===== src/rtl/akc_pkg.sv =====
package akc_pkg;

  localparam int MAX_WIDTH = 256;
  localparam int MAX_HEIGHT = 256;
  localparam int MAX_KERNEL = 5;
  localparam int FRAC = 16;
  localparam int MAX_HALF = MAX_KERNEL / 2;

  localparam int XW = $clog2(MAX_WIDTH);
  localparam int YW = $clog2(MAX_HEIGHT);
  localparam int AW = XW + YW;

  localparam logic [2:0] EFF_NONE = 3'd0;
  localparam logic [2:0] EFF_BOX = 3'd1;
  localparam logic [2:0] EFF_MOTION = 3'd2;
  localparam logic [2:0] EFF_GAUSS = 3'd3;
  localparam logic [2:0] EFF_LAPLACE = 3'd4;
  localparam logic [2:0] EFF_EDGE = 3'd5;
  localparam logic [2:0] EFF_SHARPEN = 3'd6;
  localparam logic [2:0] EFF_EMBOSS = 3'd7;

  localparam logic [1:0] EDGE_CLAMP = 2'd1;
  localparam logic [1:0] EDGE_WRAP = 2'd2;

  localparam logic [2:0] REG_EFFECT = 3'd0;
  localparam logic [2:0] REG_HALF_COLS = 3'd1;
  localparam logic [2:0] REG_HALF_ROWS = 3'd2;
  localparam logic [2:0] REG_EDGE_MODE = 3'd3;
  localparam logic [2:0] REG_WIDTH = 3'd4;
  localparam logic [2:0] REG_HEIGHT = 3'd5;

  // controller -> datapath commands
  typedef struct packed {
    logic       clear;    // start of a compute: clear accumulators
    logic       tap_en;   // current tap valid, read memory
    logic [2:0] r;        // tap row 0..4
    logic [2:0] c;        // tap col 0..4
    logic       acc_en;   // accumulate the word read last cycle
    logic       fin;      // compute scaled result
    logic       pass;     // latch raw memory word as result
    logic       zero;     // result is zero
  } akc_cmd_t;

  // kernel weight, -1..9
  function automatic logic signed [4:0] kern_weight(input logic [2:0] eff,
                                                    input logic [2:0] r,
                                                    input logic [2:0] c);
    logic signed [4:0] w;
    w = 5'sd0;
    unique case (eff)
      EFF_BOX: w = 5'sd1;
      EFF_MOTION: w = (r == c) ? 5'sd1 : 5'sd0;
      EFF_GAUSS: w = (r == 3'd1 && c == 3'd1) ? 5'sd4 :
                     ((r == 3'd1 || c == 3'd1) ? 5'sd2 : 5'sd1);
      EFF_EMBOSS: w = (r + c < 3'd2) ? -5'sd1 : ((r + c == 3'd2) ? 5'sd0 : 5'sd1);
      EFF_SHARPEN: w = (r == 3'd1 && c == 3'd1) ? 5'sd9 : -5'sd1;
      default: w = (r == 3'd1 && c == 3'd1) ? 5'sd8 : -5'sd1;
    endcase
    return w;
  endfunction

  // round-half-up of 2^FRAC / div
  function automatic logic [FRAC:0] scale_of(input logic [4:0] div);
    logic [FRAC:0] s;
    s = (FRAC+1)'(1 << FRAC);
    unique case (div)
      5'd1: s = (FRAC+1)'(1 << FRAC);
      5'd3: s = (FRAC+1)'(((1 << FRAC) + 1) / 3);
      5'd5: s = (FRAC+1)'(((1 << FRAC) + 2) / 5);
      5'd8: s = (FRAC+1)'(((1 << FRAC) + 4) / 8);
      5'd9: s = (FRAC+1)'(((1 << FRAC) + 4) / 9);
      5'd15: s = (FRAC+1)'(((1 << FRAC) + 7) / 15);
      5'd16: s = (FRAC+1)'(((1 << FRAC) + 8) / 16);
      5'd25: s = (FRAC+1)'(((1 << FRAC) + 12) / 25);
      default: s = (FRAC+1)'(1 << FRAC);
    endcase
    return s;
  endfunction

endpackage


===== src/rtl/akc_ctrl.sv =====
module akc_ctrl
  import akc_pkg::*;
(
  input  logic       clk,
  input  logic       rst,
  input  logic       in_fire,
  input  logic       operation,
  input  logic [7:0] pos_x,
  input  logic [7:0] pos_y,
  input  logic [2:0] effect,
  input  logic [1:0] box_half_cols,
  input  logic [1:0] box_half_rows,
  input  logic [8:0] w_eff,
  input  logic [8:0] h_eff,
  input  logic       out_free,
  output logic       busy,
  output akc_cmd_t   cmd
);

  localparam logic [2:0] S_IDLE = 3'd0;
  localparam logic [2:0] S_TAP = 3'd1;
  localparam logic [2:0] S_LAST = 3'd2;
  localparam logic [2:0] S_FIN = 3'd3;
  localparam logic [2:0] S_PASS = 3'd4;
  localparam logic [2:0] S_HOLD = 3'd5;

  logic [2:0] state, state_next;
  logic [2:0] r, c;
  logic [1:0] hr, hc;
  logic [1:0] hb_c, hb_r;

  assign hb_c = (box_half_cols > 2'(MAX_HALF)) ? 2'(MAX_HALF) : box_half_cols;
  assign hb_r = (box_half_rows > 2'(MAX_HALF)) ? 2'(MAX_HALF) : box_half_rows;

  logic [2:0] kmax_r, kmax_c;
  assign kmax_r = {hr, 1'b0};
  assign kmax_c = {hc, 1'b0};

  logic compute_go;
  assign compute_go = in_fire && operation;

  logic outside;
  assign outside = ({1'b0, pos_x} >= w_eff) || ({1'b0, pos_y} >= h_eff);

  always_ff @(posedge clk) begin
    if (rst) begin
      state <= S_IDLE;
      r <= '0;
      c <= '0;
      hr <= 2'd1;
      hc <= 2'd1;
    end else begin
      state <= state_next;
      if (state == S_IDLE && compute_go) begin
        r <= '0;
        c <= '0;
        if (effect == EFF_BOX) begin
          hr <= hb_r;
          hc <= hb_c;
        end else if (effect == EFF_MOTION) begin
          hr <= 2'd2;
          hc <= 2'd2;
        end else begin
          hr <= 2'd1;
          hc <= 2'd1;
        end
      end else if (state == S_TAP) begin
        if (c == kmax_c) begin
          c <= '0;
          r <= r + 3'd1;
        end else begin
          c <= c + 3'd1;
        end
      end
    end
  end

  logic last_tap;
  assign last_tap = (r == kmax_r) && (c == kmax_c);

  always_comb begin
    state_next = state;
    cmd = '0;
    cmd.r = r;
    cmd.c = c;
    unique case (state)
      S_IDLE: begin
        if (compute_go) begin
          if (outside) begin
            cmd.zero = 1'b1;
            state_next = S_HOLD;
          end else if (effect == EFF_NONE) begin
            state_next = S_PASS;
          end else begin
            cmd.clear = 1'b1;
            state_next = S_TAP;
          end
        end
      end
      S_TAP: begin
        cmd.tap_en = 1'b1;
        if (last_tap) state_next = S_LAST;
      end
      S_LAST: begin
        cmd.acc_en = 1'b1;
        state_next = S_FIN;
      end
      S_FIN: begin
        cmd.fin = 1'b1;
        state_next = S_HOLD;
      end
      S_PASS: begin
        cmd.pass = 1'b1;
        state_next = S_HOLD;
      end
      S_HOLD: begin
        if (out_free) state_next = S_IDLE;
      end
      default: state_next = S_IDLE;
    endcase
    // accumulate previous tap's read while stepping
    if (state == S_TAP && !(r == 3'd0 && c == 3'd0)) cmd.acc_en = 1'b1;
  end

  assign busy = (state != S_IDLE);

endmodule


===== config.mk =====
export PLATFORM = sky130hd
export DESIGN_NAME = akc_ctrl
export DESIGN_NICKNAME = d
export VERILOG_FILES = /design/src/rtl/akc_pkg.sv /design/src/rtl/akc_ctrl.sv
export SDC_FILE = /design/constraint.sdc
export NUM_CORES = 1
export LEC_CHECK = 0
export BUFFER_PORTS_ARGS = -buffer_cell sky130_fd_sc_hd__clkbuf_2
export CAP_MARGIN = 0
export CORE_MARGIN = 4
export CORE_UTILIZATION = 42
export DETAILED_ROUTE_END_ITERATION = 10
export GPL_TIMING_DRIVEN = 0
export PLACE_DENSITY = 0.76
export SKIP_LAST_GASP = 1
export SYNTH_ARGS = -nofsm -noshare
export SYNTH_HDL_FRONTEND = slang
export SYNTH_SLANG_ARGS = --single-unit

===== constraint.sdc =====
create_clock -name clk -period 1.4 [get_ports clk]
set_input_delay 0.14 -clock clk [delete_from_list [all_inputs] [get_ports clk]]
set_output_delay 0.14 -clock clk [all_outputs]
set_load 0.02 [all_outputs]

==> results.py <==
metrics = {
    "yosys": {
        "synth_ff_type": "dfxtp_1",
        "synthDistinctLibCells": 38,
        "synth_edf_count": 0,
        "yosysWarningCount": 0,
        "yosysTopAreaCell": "dfxtp_1",
        "synth.cell_area_sq_um": 1220,
        "syn-num-nets": 226,
        "synthArstFlopShare": 0,
        "ys_ff_latch": 13,
        "synth.area.top_cells": "dfxtp_1 21%, ha_1 20%, a21oi_1 7.0%, inv_1 6.8%, nor2_1 5.5%",
        "syn_inst": 160,
        "seq_area_frac_synth": 0.213,
        "avgSynthCellArea_sq_um": 7.64,
        "synth_top_area_frac": 0.213,
    },
    "final_layout": {
        "layout_commonest_cell": "clkbuf_2",
        "fill_cells": 202,
        "layout_common_cells": "48 x clkbuf_2, 13 x buf_6, 13 x ha_1, 13 x buf_4",
        "layout.cells.non_filler": 269,
        "multiInputGateArea_sq_um": 1060,
        "drive_gt1_frac": 0.567,
        "nets": 305,
        "num_antenna_cells": 0,
        "seq_area_sq_um": 280,
        "syn2layout_area_growth_pct": 65.9,
    },
    "routing": {
        "routed_via_density": 5.10,
        "antenna_left": 0,
        "drt_iter0_drc": 75,
        "maxUsedRoutingLayer": "met4",
        "wl_met2_microns": 1800,
        "wl_microns": 3470,
        "drc": 0,
        "wire_per_inst_microns": 12.9,
        "first_pass_iters": 4,
        "wl_met1_microns": 1320,
        "vias": 1373,
        "wl_met3_microns": 297,
    },
    "grt": {
        "grt_first_pass_wirelength_microns": 5440,
        "grt_max_degree": 11,
        "grt_pass1_vias": 1340,
        "grt.overflow.total": 0,
        "antenna_found_initial": 0,
        "grt_usage": 0.185,
    },
    "clocking": {
        "path_clk_slew_ns": 0.09,
        "clock_latency_ns": 0.29,
        "cts.sinks": 13,
        "cts_tree": "built",
        "hold_buffers": 0,
        "clockRootBuffer": "clkbuf_4",
        "cts_buffers": 3,
        "clock_path_buffers": 2,
        "ctsHtreeMaxLevel": 1,
    },
    "worst_setup_path": {
        "cp.depth": 4,
        "endpoint_kind": "output pin",
        "worstPathRequired_ns": 1.26,
        "path_max_fanout": 3,
        "crit_family": "simple AND/OR/NAND/NOR gates",
        "r2r_setup_slack_ns": -0.29,
        "arrival_ns": 1.62,
        "cpPeakStageDelay_ns": 0.37,
        "slowest_stage": "or3_4",
        "cp_num_buf_inv": 1,
        "crit_path_start_kind": "register",
        "crit_type": "register to output pin",
        "crit_chain": "or3_4 -> or2_4 -> nor3b_4 -> clkbuf_8",
        "reg2regPathDepth": 7,
    },
    "placement": {
        "detailed_place_hpwl_microns": 2530,
        "placedCellCount": 249,
        "pre_cts_ws_ns": -0.447,
        "place_congestion": 0.770,
        "io_buffers": 58,
    },
    "sta": {
        "max_freq_mhz": 569,
        "setup_violations": 16,
        "finClkSkew_ns": 0.00217,
        "tightest_slew_ns": 0.511,
        "finalMaxSlewViolations": 0,
        "final-hold-violation-count": 0,
        "period_share": 1.26,
        "relSlewSlack": 0.657,
        "fin_ws_ns": -0.359,
        "fin_crit_ns": 1.76,
        "rsz0062_at_grt": "true",
    },
    "floorplan": {
        "die_y_microns": 62.0,
        "core_sq_um": 2760,
        "row_count": 19,
        "design.die.area_sq_um": 3840,
        "dieWidth_microns": 62.0,
        "initial_core_util": 0.443,
        "ios": 59,
    },
    "power": {
        "max-vdd-ir-drop_uv": 497,
        "power_density_nw_per_um2": 576,
        "p_leak_nw": 0.986,
    },
    "status": {
        "status": "complete, but fails checks",
        "failed_checks": "setup timing",
    },
    "hold_path": {
        "hp-class": "input port to register",
        "whs_path_depth": 3,
    },
    "run": {
        "drv_cap": 0,
    },
}
[worst paths after layout]
check / startpoint / end
min reg2reg: hr[1] / hr[1]
max: state[1] / cmd[11]
min: box_half_rows[1] / hr[1]
max reg2reg: state[1] / hr[0]
[power breakdown]
group / internal, W / switching (W) / leakage [nW]
sequential: 0.000382 / 0.0000126 / 0.110
clock: 0.000111 / 0.000139 / 0.0150
combinational: 0.000267 / 0.000256 / 0.861
[metrics by stage]
stage	hold slack [ns]	total power (W)	setup TNS, ns	utilization	area, sq um
floorplan	0.213	0.000661	-1.30	-	1340
CTS	0.0629	0.00111	-3.13	0.676	1860
global route	0.0794	0.00124	-3.95	0.735	2030
global placement	0.363	0.000795	-1.88	0.603	1660
finish	0.0659	0.00117	-3.05	0.735	2030
detailed placement	0.366	0.000803	-2.04	0.603	1660
[Yosys cell counts (all sizes together) (2+ instances only)]
| master | n |
|---|---|
| a21oi | 17 |
| nor2 | 18 |
| nand3 | 5 |
| nor3b | 3 |
| dfxtp | 13 |
| o21ai | 3 |
| a211oi | 3 |
| xor2 | 6 |
| or2b | 2 |
| ha | 20 |
| nand3b | 3 |
| buf | 2 |
| nor3 | 7 |
| nor4 | 2 |
| xnor2 | 2 |
| or3 | 3 |
| inv | 22 |
| nand2 | 13 |
| nand2b | 3 |
[what timing repair did]
action | in CTS | in global routing
resized for setup | 33 | 37
setup endpoints to repair | 17 | 18
pin swaps | 13 | 17
gates cloned | 0 | 0
hold endpoints to repair | 0 | 0
buffers inserted | 13 | 5
[cell type report]
type / instances / share of cell area
buffer: 1 / 0.00555
multi-input combinational: 122 / 0.524
timing repair buffer: 76 / 0.254
tap: 31 / 0.0191
clock buffer: 4 / 0.0130
sequential: 13 / 0.138
inverter: 22 / 0.0457
[state kept, by name (all words and copies together) (netlist names)]
name   flops
hr         2
r          3
hc         2
state      3
c          3
[worst min-delay path, stage by stage]
cell	delay [ns]
clkbuf_2	0.08
o21ai_1	0.06
nand2_1	0.05
[kinds of logic (layout without fill, tap and decap cells)]
family                   after synthesis  in the layout  synth area share
AND/OR/NAND/NOR                       65             65             0.301
AO/OA/AOI/OAI                         28             28             0.131
buffers and inverters                 25            103            0.0849
adder cells (fa/ha/maj)               20             20             0.205
flip-flops                            13             13             0.213
XOR/XNOR                               8              8            0.0573
multiplexers                           1              1           0.00819
[routing by layer]
| metal | global-route usage | up-vias |
|---|---|---|
| met5 | 0 | - |
| met4 | 0.0636 | 0 |
| li1 | - | 701 |
| met3 | 0.0331 | 5 |
| met1 | 0.211 | 612 |
| met2 | 0.342 | 55 |
No activity file was read; power rests on OpenSTA's default activity.
